[src/hw/rtl/rsa_pkg.sv]
// ----------------------------------------------------------------------------
// Rotating slot allocator package
// Field widths, status and opcode codes shared by the allocator files.
// ----------------------------------------------------------------------------
package rsa_pkg;

  // Field widths
  localparam int USER_W      = 16;
  localparam int OFS_W       = 16;
  localparam int IDX_IN_W    = 8;
  localparam int CNT_W       = 5;
  localparam int SLOT_W      = 4;
  localparam int STATUS_W    = 2;
  localparam int IN_TDATA_W  = 40;
  localparam int OUT_TDATA_W = 32;

  // Slot table size and reset slot count
  localparam int              DEFAULT_SLOTS = 16;
  localparam logic [CNT_W-1:0] CFG_RESET    = 5'd16;

  // Offset bits retired per cycle of the offset reduction
  localparam int MOD_STEPS = 4;

  // Opcodes
  localparam logic OP_RESERVE = 1'b0;
  localparam logic OP_RELEASE = 1'b1;

  // Result status codes
  localparam logic [STATUS_W-1:0] ST_RESERVED = 2'd0;
  localparam logic [STATUS_W-1:0] ST_FULL     = 2'd1;
  localparam logic [STATUS_W-1:0] ST_RELEASED = 2'd2;
  localparam logic [STATUS_W-1:0] ST_IGNORED  = 2'd3;

endpackage

[src/hw/rtl/rsa_ram.sv]
// ----------------------------------------------------------------------------
// Generic RAM
// One write port, one read port, read data registered.
// ----------------------------------------------------------------------------
module rsa_ram #(
  parameter int WIDTH = 16,
  parameter int DEPTH = 16,
  localparam int AW   = (DEPTH > 1) ? $clog2(DEPTH) : 1
) (
  input  logic                  clk,
  input  logic                  wr_en,
  input  logic [AW-1:0]         wr_addr,
  input  logic [WIDTH-1:0]      wr_data,
  input  logic [AW-1:0]         rd_addr,
  output logic [WIDTH-1:0]      rd_data
);

  logic [WIDTH-1:0] mem [DEPTH];

  // Write and registered read
  always_ff @(posedge clk) begin
    if (wr_en) begin
      mem[wr_addr] <= wr_data;
    end
    rd_data <= mem[rd_addr];
  end

endmodule

[src/hw/rtl/rotating_slot_allocator_unit.sv]
// ----------------------------------------------------------------------------
// Rotating slot allocator
// Grants the first free slot from a rotating start point and frees slots.
// ----------------------------------------------------------------------------
// The block keeps SLOTS slots with an occupied bit each and the owning user
// id in a RAM. A word with tuser low reserves: start_offset is reduced modulo
// the slot count four bits a cycle, the free slots are searched from that
// point with wrap, and the grant is written back. A word with tuser high
// releases: the owner is read from the RAM in the accept cycle and the result
// is formed the cycle after. One item is in work at a time; a finished result
// sits in the output register while the next word is accepted. Writing
// cfg_wr_data empties the table at once.
// ----------------------------------------------------------------------------
module rotating_slot_allocator_unit #(
  parameter int SLOTS = rsa_pkg::DEFAULT_SLOTS
) (
  input  logic                              clk,
  input  logic                              rst,
  // slot_count register
  input  logic                              cfg_wr_en,
  input  logic [rsa_pkg::CNT_W-1:0]         cfg_wr_data,
  // input stream
  input  logic                              s_tvalid,
  output logic                              s_tready,
  input  logic [rsa_pkg::IN_TDATA_W-1:0]    s_tdata,  // user_id, start_offset, slot_index
  input  logic                              s_tuser,  // opcode
  // result stream
  output logic                              m_tvalid,
  input  logic                              m_tready,
  output logic [rsa_pkg::OUT_TDATA_W-1:0]   m_tdata,  // slot, owner_id, free_count,
                                                      // has_free, zero pad
  output logic [rsa_pkg::STATUS_W-1:0]      m_tuser   // status
);

  localparam int CW       = rsa_pkg::CNT_W;
  localparam int UW       = rsa_pkg::USER_W;
  localparam int OW       = rsa_pkg::OFS_W;
  localparam int IW       = rsa_pkg::IDX_IN_W;
  localparam int SW       = rsa_pkg::SLOT_W;
  localparam int SLOT_IW  = (SLOTS > 1) ? $clog2(SLOTS) : 1;
  localparam int MOD_ITER = rsa_pkg::OFS_W / rsa_pkg::MOD_STEPS;
  localparam int MCW      = (MOD_ITER > 1) ? $clog2(MOD_ITER) : 1;
  localparam logic [6:0]    SLOTS_L   = 7'(SLOTS);
  localparam logic [CW-1:0] RESET_EFF =
    (SLOTS < 16) ? CW'(SLOTS) : rsa_pkg::CFG_RESET;

  typedef enum logic [2:0] {IDLE, MOD, SEARCH, REL, OUT} state_t;

  state_t                       state;
  logic [CW-1:0]                slot_cfg;
  logic [CW-1:0]                eff_n;
  logic [SLOTS-1:0]             occ;
  logic [CW-1:0]                free_slots;

  logic [UW-1:0]                user_q;
  logic [OW-1:0]                ofs_sh;
  logic [IW-1:0]                idx_q;
  logic [CW-1:0]                rem;
  logic [MCW-1:0]               mod_cnt;

  logic [rsa_pkg::STATUS_W-1:0] res_status;
  logic [SW-1:0]                res_slot;
  logic [UW-1:0]                res_owner;

  logic [CW-1:0]                rem_next;
  logic [OW-1:0]                ofs_next;
  logic [CW:0]                  mod_t;

  logic [SLOTS-1:0]             free_vec;
  logic                         found_hi;
  logic                         found_lo;
  logic [7:0]                   k_hi;
  logic [7:0]                   k_lo;
  logic                         found;
  logic [7:0]                   k_sel;
  logic                         rel_hit;

  logic                         ram_we;
  logic [SLOT_IW-1:0]           ram_rd_addr;
  logic [UW-1:0]                ram_rd_data;

  // Clamp a slot_count value to 1..SLOTS
  function automatic logic [CW-1:0] eff_of(input logic [CW-1:0] d);
    logic [CW-1:0] r;
    r = d;
    if (d == '0) begin
      r = CW'(1);
    end else if ({2'b00, d} > SLOTS_L) begin
      r = SLOTS_L[CW-1:0];
    end
    return r;
  endfunction

  assign eff_n    = eff_of(slot_cfg);
  assign s_tready = (state == IDLE);

  // Offset reduction: retire MOD_STEPS offset bits into the remainder
  always_comb begin
    rem_next = rem;
    ofs_next = ofs_sh;
    mod_t    = '0;
    for (int j = 0; j < rsa_pkg::MOD_STEPS; j++) begin
      mod_t    = {rem_next, ofs_next[OW-1]};
      ofs_next = {ofs_next[OW-2:0], 1'b0};
      if (mod_t >= {1'b0, eff_n}) begin
        mod_t = mod_t - {1'b0, eff_n};
      end
      rem_next = mod_t[CW-1:0];
    end
  end

  // Rotating first-free search: lowest free slot at or after the start,
  // else lowest free slot overall
  always_comb begin
    found_hi = 1'b0;
    found_lo = 1'b0;
    k_hi     = '0;
    k_lo     = '0;
    for (int i = 0; i < SLOTS; i++) begin
      free_vec[i] = !occ[i] && (7'(i) < {2'b00, eff_n});
    end
    for (int i = SLOTS - 1; i >= 0; i--) begin
      if (free_vec[i]) begin
        found_lo = 1'b1;
        k_lo     = 8'(i);
        if (7'(i) >= {2'b00, rem}) begin
          found_hi = 1'b1;
          k_hi     = 8'(i);
        end
      end
    end
    found = found_lo;
    k_sel = found_hi ? k_hi : k_lo;
  end

  // Release hit: index in use and slot occupied
  assign rel_hit = (idx_q < {3'b000, eff_n}) && occ[idx_q[SLOT_IW-1:0]];

  // Owner table: read on release accept, written on grant
  assign ram_we      = (state == SEARCH) && found;
  assign ram_rd_addr = s_tdata[UW+OW +: SLOT_IW];

  rsa_ram #(
    .WIDTH (UW),
    .DEPTH (SLOTS)
  ) u_owner_ram (
    .clk     (clk),
    .wr_en   (ram_we),
    .wr_addr (k_sel[SLOT_IW-1:0]),
    .wr_data (user_q),
    .rd_addr (ram_rd_addr),
    .rd_data (ram_rd_data)
  );

  // Sequencer, table state and output register
  always_ff @(posedge clk) begin
    if (rst) begin
      state      <= IDLE;
      slot_cfg   <= rsa_pkg::CFG_RESET;
      occ        <= '0;
      free_slots <= RESET_EFF;
      m_tvalid   <= 1'b0;
    end else begin
      // Drop the result once taken, unless the next one loads this cycle
      if (m_tvalid && m_tready && (state != OUT)) begin
        m_tvalid <= 1'b0;
      end

      // Register write empties the table
      if (cfg_wr_en) begin
        slot_cfg   <= cfg_wr_data;
        occ        <= '0;
        free_slots <= eff_of(cfg_wr_data);
      end

      unique case (state)
        IDLE: begin
          if (s_tvalid) begin
            user_q  <= s_tdata[UW-1:0];
            ofs_sh  <= s_tdata[UW +: OW];
            idx_q   <= s_tdata[UW+OW +: IW];
            rem     <= '0;
            mod_cnt <= '0;
            state   <= (s_tuser == rsa_pkg::OP_RELEASE) ? REL : MOD;
          end
        end
        MOD: begin
          rem     <= rem_next;
          ofs_sh  <= ofs_next;
          mod_cnt <= mod_cnt + MCW'(1);
          if (mod_cnt == MCW'(MOD_ITER - 1)) begin
            state <= SEARCH;
          end
        end
        SEARCH: begin
          if (found) begin
            occ[k_sel[SLOT_IW-1:0]] <= 1'b1;
            if (free_slots != '0) begin
              free_slots <= free_slots - CW'(1);
            end
            res_status <= rsa_pkg::ST_RESERVED;
            res_slot   <= k_sel[SW-1:0];
            res_owner  <= user_q;
          end else begin
            res_status <= rsa_pkg::ST_FULL;
            res_slot   <= '0;
            res_owner  <= '0;
          end
          state <= OUT;
        end
        REL: begin
          if (rel_hit) begin
            occ[idx_q[SLOT_IW-1:0]] <= 1'b0;
            if (free_slots < eff_n) begin
              free_slots <= free_slots + CW'(1);
            end
            res_status <= rsa_pkg::ST_RELEASED;
            res_slot   <= idx_q[SW-1:0];
            res_owner  <= ram_rd_data;
          end else begin
            res_status <= rsa_pkg::ST_IGNORED;
            res_slot   <= '0;
            res_owner  <= '0;
          end
          state <= OUT;
        end
        OUT: begin
          // Hold until the output register is free
          if (!m_tvalid || m_tready) begin
            m_tvalid <= 1'b1;
            m_tuser  <= res_status;
            m_tdata  <= {6'b000000, (free_slots != '0), free_slots, res_owner, res_slot};
            state    <= IDLE;
          end
        end
        default: begin
          state <= IDLE;
        end
      endcase
    end
  end

endmodule

[config.mk]
export PLATFORM = sky130hd
export DESIGN_NAME = rotating_slot_allocator_unit
export DESIGN_NICKNAME = d
export VERILOG_FILES = /design/src/hw/rtl/rsa_pkg.sv /design/src/hw/rtl/rsa_ram.sv /design/src/hw/rtl/rotating_slot_allocator_unit.sv
export SDC_FILE = /design/constraint.sdc
export NUM_CORES = 1
export LEC_CHECK = 0
export ABC_AREA = 1
export BUFFER_PORTS_ARGS = -buffer_cell sky130_fd_sc_hd__buf_2
export CORE_MARGIN = 5
export CORE_UTILIZATION = 31
export DETAILED_ROUTE_END_ITERATION = 10
export GPL_ROUTABILITY_DRIVEN = 0
export GPL_TIMING_DRIVEN = 0
export HOLD_SLACK_MARGIN = 0.1
export PLACE_DENSITY = 0.51
export REMOVE_ABC_BUFFERS = 1
export SLEW_MARGIN = 30
export SYNTH_ARGS = -nofsm -noshare
export SYNTH_HDL_FRONTEND = slang
export SYNTH_SLANG_ARGS = --single-unit
[constraint.sdc]
create_clock -name clk -period 8.9 [get_ports clk]
set_clock_uncertainty 0.15 [all_clocks]
set_input_delay 1.335 -clock clk [delete_from_list [all_inputs] [get_ports clk]]
set_output_delay 1.335 -clock clk [all_outputs]
set_load 0.03 [all_outputs]
# Word level (Yosys, flattened, before mapping)
# Memory sizes are Yosys's and may differ from the RTL's. A register that Yosys moved wholly into a read port is not among the register bits.
# Cells that the tools add are included.
# op_classes
addsub	7
eq_ne	9
bitwise_logic	4
n_mux	147
n_lt_le_gt_ge	44
n_reduce_logical	52
# ops
op	n
$mux W4	51
$mux W16	7
$pmux W16 S2	3
$mux W5	14
$mux W1	58
$ge A4 B5 Y1 const A	8
$lt A4 B5 Y1 const A	8
$ge A6 B5 Y1	4
$logic_and A1 B1 Y1	22
$ge A3 B5 Y1 const A	4
$lt A3 B5 Y1 const A	4
$pmux W5 S2	2
$sub A5 B5 Y5	4
$logic_not A1 Y1	17
$and A16 B16 Y16	1
$not A16 Y16	1
$or A16 B16 Y16	1
$pmux W3 S4	1
$reduce_and A3 Y1	4
$ge A1 B5 Y1 const A	2
$ge A2 B5 Y1 const A	2
$gt A5 B5 Y1 const B	2
$logic_not A5 Y1	2
$lt A1 B5 Y1 const A	2
other kinds (27)	39
# word_totals
ram_bits	256
memories	1
in_bits	51
wordCells	279
reg_bits	127
output_inout_bits	36
# memory_table
memory	words	word_bits	read_ports	rd_clocked_by_memory_dff	write_ports	line	text
u_owner_ram.mem	16	16	1	1	1	rsa_ram.sv:18	logic [WIDTH-1:0] mem [DEPTH];

# Logic depth before layout (Yosys ltp)
# logic_depth
word_depth	44
depth_mapped	38

# Cells and area by module
# A second synthesis with hierarchy kept.
# unflattened
cells_unflattened	1943
hier_area_um2	18835.6
# by_module_without_submodules
module	cells_each	n_inst	seq_area_each_um2	area_per_inst_um2
rsa_ram	1074	1	8007.7	11380.9
rotating_slot_allocator_unit	869	1	3513.4	7454.6

# Worst setup path after synthesis
# Ideal clock, no wire load.
# synth_path
kind	reg2reg
from	register slot_cfg[3]
to	register rem[3], data pin
slack_ns	2.609
path_stages_with_launch	37
setup_ns	0.265
arrival_ns	5.876
path_cell_list	dfxtp_1 > nor2_2 > nand2_2 > inv_1 > o21ai_0 > ha_1 > nand2_1 > nor2_1 > a211oi_2 > nand2_1 > nor2_1 > a21oi_1 > fa_1 > inv_1 > nor2_1 > a211oi_1 > nor2_1 > nor3_1 > nand3_1 > inv_1 > or2_2 > o21a_1 > inv_1 > ha_1 > nand2_1 > nor4_1 > a211oi_1 > nand3_2 > nor2_1 > a21oi_1 > fa_1 > inv_1 > o21ai_0 > a21oi_1 > nand2_1 > o21ai_0 > a21oi_1
# synth_between
elab_chain_cells	12
elab_cells_between_ends	17
cone_classes	add/sub (4); order compare (5); mux (7); reduce/logical (1)
# synth_lines
element	line	text
start, declared	rotating_slot_allocator_unit.sv:50	logic [CW-1:0] slot_cfg;
start signal, assigned	rotating_slot_allocator_unit.sv:159	slot_cfg <= rsa_pkg::CFG_RESET;
start signal, assigned	rotating_slot_allocator_unit.sv:171	slot_cfg <= cfg_wr_data;
$gt A5 B5 Y1	rotating_slot_allocator_unit.sv:88	end else if ({2'b00, d} > SLOTS_L) begin
$mux W5	rotating_slot_allocator_unit.sv:88	
$mux W5 (*)	rotating_slot_allocator_unit.sv:86	if (d == '0) begin
$sub A5 B5 Y5 / $ge A6 B5 Y1 (equally long branches)	rotating_slot_allocator_unit.sv:106, rotating_slot_allocator_unit.sv:105	
$mux W5	rotating_slot_allocator_unit.sv:105	if (mod_t >= {1'b0, eff_n}) begin
$sub A5 B5 Y5 / $ge A6 B5 Y1 (equally long branches)	rotating_slot_allocator_unit.sv:106, rotating_slot_allocator_unit.sv:105	
$mux W5	rotating_slot_allocator_unit.sv:105	
$sub A5 B5 Y5 / $ge A6 B5 Y1 (equally long branches)	rotating_slot_allocator_unit.sv:106, rotating_slot_allocator_unit.sv:105	
$mux W5	rotating_slot_allocator_unit.sv:105	
$sub A5 B5 Y5 / $ge A6 B5 Y1 (equally long branches)	rotating_slot_allocator_unit.sv:106, rotating_slot_allocator_unit.sv:105	
$mux W5 (*)	rotating_slot_allocator_unit.sv:105	
$pmux W5 S2 (*)	rotating_slot_allocator_unit.sv:176	unique case (state)
end signal, assigned	rotating_slot_allocator_unit.sv:188	rem <= rem_next;
end, declared	rotating_slot_allocator_unit.sv:58	logic [CW-1:0] rem;
# Mark *: on every way between the ends. The rest lies on a longest branch, timed or not.
# A chain may end at the register's enable or synchronous reset.

# Worst setup path in the final report
# layout_path
from	register slot_cfg[4]
to	register rem[0], data pin
# layout_between
elab_chain_cells	12
elab_cells_between_ends	17
cone_classes	add/sub (4); order compare (5); mux (7); reduce/logical (1)
# layout_lines
element	line
$gt A5 B5 Y1	rotating_slot_allocator_unit.sv:88
$mux W5	rotating_slot_allocator_unit.sv:88
$mux W5 (*)	rotating_slot_allocator_unit.sv:86
$sub A5 B5 Y5 / $ge A6 B5 Y1 (equally long branches)	rotating_slot_allocator_unit.sv:106, rotating_slot_allocator_unit.sv:105
$mux W5	rotating_slot_allocator_unit.sv:105
$sub A5 B5 Y5 / $ge A6 B5 Y1 (equally long branches)	rotating_slot_allocator_unit.sv:106, rotating_slot_allocator_unit.sv:105
$mux W5	rotating_slot_allocator_unit.sv:105
$sub A5 B5 Y5 / $ge A6 B5 Y1 (equally long branches)	rotating_slot_allocator_unit.sv:106, rotating_slot_allocator_unit.sv:105
$mux W5	rotating_slot_allocator_unit.sv:105
$ge A6 B5 Y1	rotating_slot_allocator_unit.sv:105
$mux W5 (*)	rotating_slot_allocator_unit.sv:105
$pmux W5 S2 (*)	rotating_slot_allocator_unit.sv:176
# Marks and branches as above.

==> metrics.csv <==
stage,metric,value,unit
status,status,"complete, no violations",
synthesis,"flops & latches, synth",399,
synthesis,post-synthesis cell count,1541,
drt,drt initial violations,775,
cts,total CTS buffers,44,
grt,vias in the first global route,11800,
cts,"Hold-fix buffers, CTS",0,
finish,Final Net Count,1705,
worst_hold_path,hold-critical path depth,0,
sta,period utilization,86.7,%
grt,pin count of the biggest net entering global routing,100,
synthesis,Syn Std Cell Area,17800,um2
sta,Final Setup Violations,0,
place,port buffer count,80,
setup_path,reg-to-reg endpoint,rem[0]$_SDFFCE_PN0P_,
pwr,Tot Pwr,5.82,mW
finish,Post-Layout Cell Count,2410,
sta,Final Hold Vio Count,0,
drt,Final ANT Viol Nets,0,
drt,# DRC,0,
floorplan,Die ar.,62200,um2
sta,max_slew headroom,34.7,%
worst_hold_path,HP Start,res_slot[3]$_DFFE_PP_,
floorplan,chip height,249,um
cts,buffers inserted by post-CTS timing repair,0,
setup_path,Critical Path AT,7.87,ns
cts,PostCTS Resize Cnt,0,
pwr,power per cell area,283,nW/um2
run,Max-cap violations,0,
sta,setup TNS,0,ns
synthesis,top post-synthesis cells by area,"edfxtp_1 60%, dfxtp_1 5.2%, inv_1 3.9%, a21oi_1 3.9%, nand2_1 3.8%",
finish,number of diodes,0,
synthesis,Compound-Gate Fraction of Synth Area,13.1,%
pwr,Peak VDD IR,0.280,mV
synthesis,Post-Synth XOR/XNOR Area,0.690,%
cts,H-tree depth,2,
worst_hold_path,"Endpoint, Worst Hold",m_tdata[3]$_DFFE_PP_,
drt,via count,11700,
cts,clock edge transition at the registers on the reported setup and hold paths,0.06,ns
place,DP HPWL,26.9,mm
setup_path,CP endpoint kind,flip-flop,
synthesis,synthesized area per cell,11.5,um2
grt,Congestion Overflow GR,0,
synthesis,share of the synthesized area in the top cell type,59.6,%
cts,clock tree buffer depth,3,
grt,initial antenna violation count,0,
setup_path,"slowest stage delay, CP",0.71,ns
floorplan,core area,56600,um2
setup_path,reg2reg start,slot_cfg[4]$_SDFFE_PP1P_,
synthesis,Yosys Warn Count,0,
pwr,Leak,7.70,nW
drt,wire per inst,18.5,um
setup_path,R2R Setup Slk,1.19,ns
synthesis,Yosys cell types,57,
cts,clock sinks,399,
setup_path,Critical Path RT,9.06,ns
synthesis,Synth Area in Adders,2.63,%
setup_path,"most used cell, CP",nand2_1,
cts,Worst-Skew Late Latency,0.58,ns
setup_path,Setup Crit Path Kind,flip-flop to flip-flop,
floorplan,Die W,249,um
sta,max-slew violation count,0,
sta,RSZ-0062 raised after global routing,false,
drt,routed vias/inst,4.87,
place,DP Cell Count,2329,
grt,wire length of the first global-routing pass,68.6,mm
setup_path,crit path launch type,flip-flop,
drt,TritonRoute pass-1 iters,5,
finish,share of layout cells above drive strength 1,12.5,%
finish,area grow syn2layout,15.8,%
grt,GR Util All Layers,14.0,%
drt,final wirelength,44.5,mm
floorplan,num ports,87,
floorplan,std cell rows,87,
setup_path,"Max stage delay cell, worst path",o21ai_1,
synthesis,largest area contributor in the netlist,edfxtp_1,
cts,CTS tree,yes,
worst_hold_path,Worst Hold Class,flip-flop to flip-flop,
setup_path,CP max FO,10,
sta,Least-Margin Pin Slew,0.978,ns
synthesis,simple-gate portion of the synthesized area,9.44,%
sta,fmax,0.130,GHz
synthesis,post-synthesis sequential area ratio,64.8,%
floorplan,Initial Util,31.4,%
setup_path,FF-to-FF path depth,34,
synthesis,mux contribution to synthesized area,3.60,%
synthesis,largest family of logic cells by synthesized area,compound AO/OA/AOI/OAI gates,
sta,Final min period,7.71,ns
cts,Clock Tree Root,clkbuf_16,
==> stage by stage <==
stage	hold slack [ns]	utilization (%)	setup slack [ns]	cell area [um2]
2_1_floorplan	0.250	-	2.55	17500
3_3_place_gp	0.253	33.3	1.17	18900
3_5_place_dp	0.255	33.8	1.36	19100
4_1_cts	0.269	36.4	1.31	20600
5_1_grt	0.270	36.4	0.499	20600
6_report	0.267	36.4	1.19	20600
==> cell type report <==
class,count,area (um2)
clock buffers,66,1290
well taps,756,946
repair buffers,93,628
multi-input cells,890,5320
clock inverters,15,159
inverters,191,721
fillers,5571,36000
flip-flops and latches,399,11500
==> worst max-delay path: cells and delay by family, from the launching register on <==
| family | cells | cell delay (ns) |
|---|---|---|
| buffers and inverters | 5 | 0.61 |
| adder cells (fa/ha/maj) | 4 | 1.51 |
| AO/OA/AOI/OAI | 11 | 2.77 |
| AND/OR/NAND/NOR | 14 | 1.80 |
| flip-flops | 1 | 0.57 |
==> worst max-delay path by stage <==
stage | startpoint | depth (start not counted) | endpoint
after floorplan | slot_cfg[4]$_SDFFE_PP1P_ | 34 | rem[3]$_SDFFCE_PN0P_
after global placement | slot_cfg[4]$_SDFFE_PP1P_ | 34 | rem[0]$_SDFFCE_PN0P_
after detailed placement | slot_cfg[4]$_SDFFE_PP1P_ | 34 | rem[0]$_SDFFCE_PN0P_
after CTS | slot_cfg[4]$_SDFFE_PP1P_ | 34 | rem[0]$_SDFFCE_PN0P_
after global routing | slot_cfg[4]$_SDFFE_PP1P_ | 34 | rem[0]$_SDFFCE_PN0P_
final | slot_cfg[4]$_SDFFE_PP1P_ | 34 | rem[0]$_SDFFCE_PN0P_
==> kinds of logic (layout without fill, tap and decap cells) <==
family / after synthesis / count (layout)
AND/OR/NAND/NOR: 378 / 378
AO/OA/AOI/OAI: 393 / 393
adder cells (fa/ha/maj): 35 / 35
XOR/XNOR: 14 / 14
buffers and inverters: 257 / 365
multiplexers: 64 / 64
flip-flops: 399 / 399
other: 1 / 6
==> synth_stat cells, drive strengths merged <==
cell type	count
clkbuf	42
a31oi	8
nand3	55
o21bai	2
o31ai	2
o21a	4
xnor2	7
conb	1
inv	189
a21o	1
nor3	9
a22o	17
o22ai	6
ha	31
a221oi	1
o221ai	4
or3	1
edfxtp	353
a2111oi	1
a21oi	140
a21boi	1
fa	4
nor2	90
or2	3
xor2	7
a41o	1
nand4	23
nand2	190
o2111ai	2
clkinv	2
and2	1
mux2i	64
nand3b	3
nor4	3
a211o	1
o21ai	124
a211oi	4
o211ai	71
dfxtp	46
buf	24
a22oi	3
==> report_power, final <==
part / internal, mW / switching (mW)
combinational: 0.587 / 1.14
clock: 1.06 / 0.745
sequential: 2.20 / 0.0820
==> flip-flops by register name, indices dropped and copies added, names as in the netlist, 3 cells and up <==
name and count:
u_owner_ram.rd_data 16, user_q 16, idx_q 8, state 3, u_owner_ram.mem 256, m_tdata 26
free_slots 5, occ 16, res_slot 4, slot_cfg 5, ofs_sh 16, rem 5
res_owner 16
==> routing by layer <==
metal	part of all wire [%]	GRT usage, %	vias up
li1	-	-	5687
met1	45	18.5	5655
met2	47	23.3	294
met3	4.4	2.32	93
met4	3.0	5.05	0
met5	0	0	-
==> cells in the final DEF, fill, tap and decap left out, drive strengths merged, types with 2 or more instances in the layout <==
cell / netlist / routed
a211oi: 4 / 4
a21oi: 140 / 140
a22o: 17 / 17
a22oi: 3 / 3
a31oi: 8 / 8
buf: 24 / 93
bufinv: 0 / 2
clkbuf: 42 / 66
clkinv: 2 / 14
conb: 1 / 6
dfxtp: 46 / 46
edfxtp: 353 / 353
fa: 4 / 4
ha: 31 / 31
inv: 189 / 189
mux2i: 64 / 64
nand2: 190 / 190
nand3: 55 / 55
nand3b: 3 / 3
nand4: 23 / 23
nor2: 90 / 90
nor3: 9 / 9
nor4: 3 / 3
o2111ai: 2 / 2
o211ai: 71 / 71
o21a: 4 / 4
o21ai: 124 / 124
o21bai: 2 / 2
o221ai: 4 / 4
o22ai: 6 / 6
o31ai: 2 / 2
or2: 3 / 3
xnor2: 7 / 7
xor2: 7 / 7
Note: power is estimated with default switching activity, not from simulation.
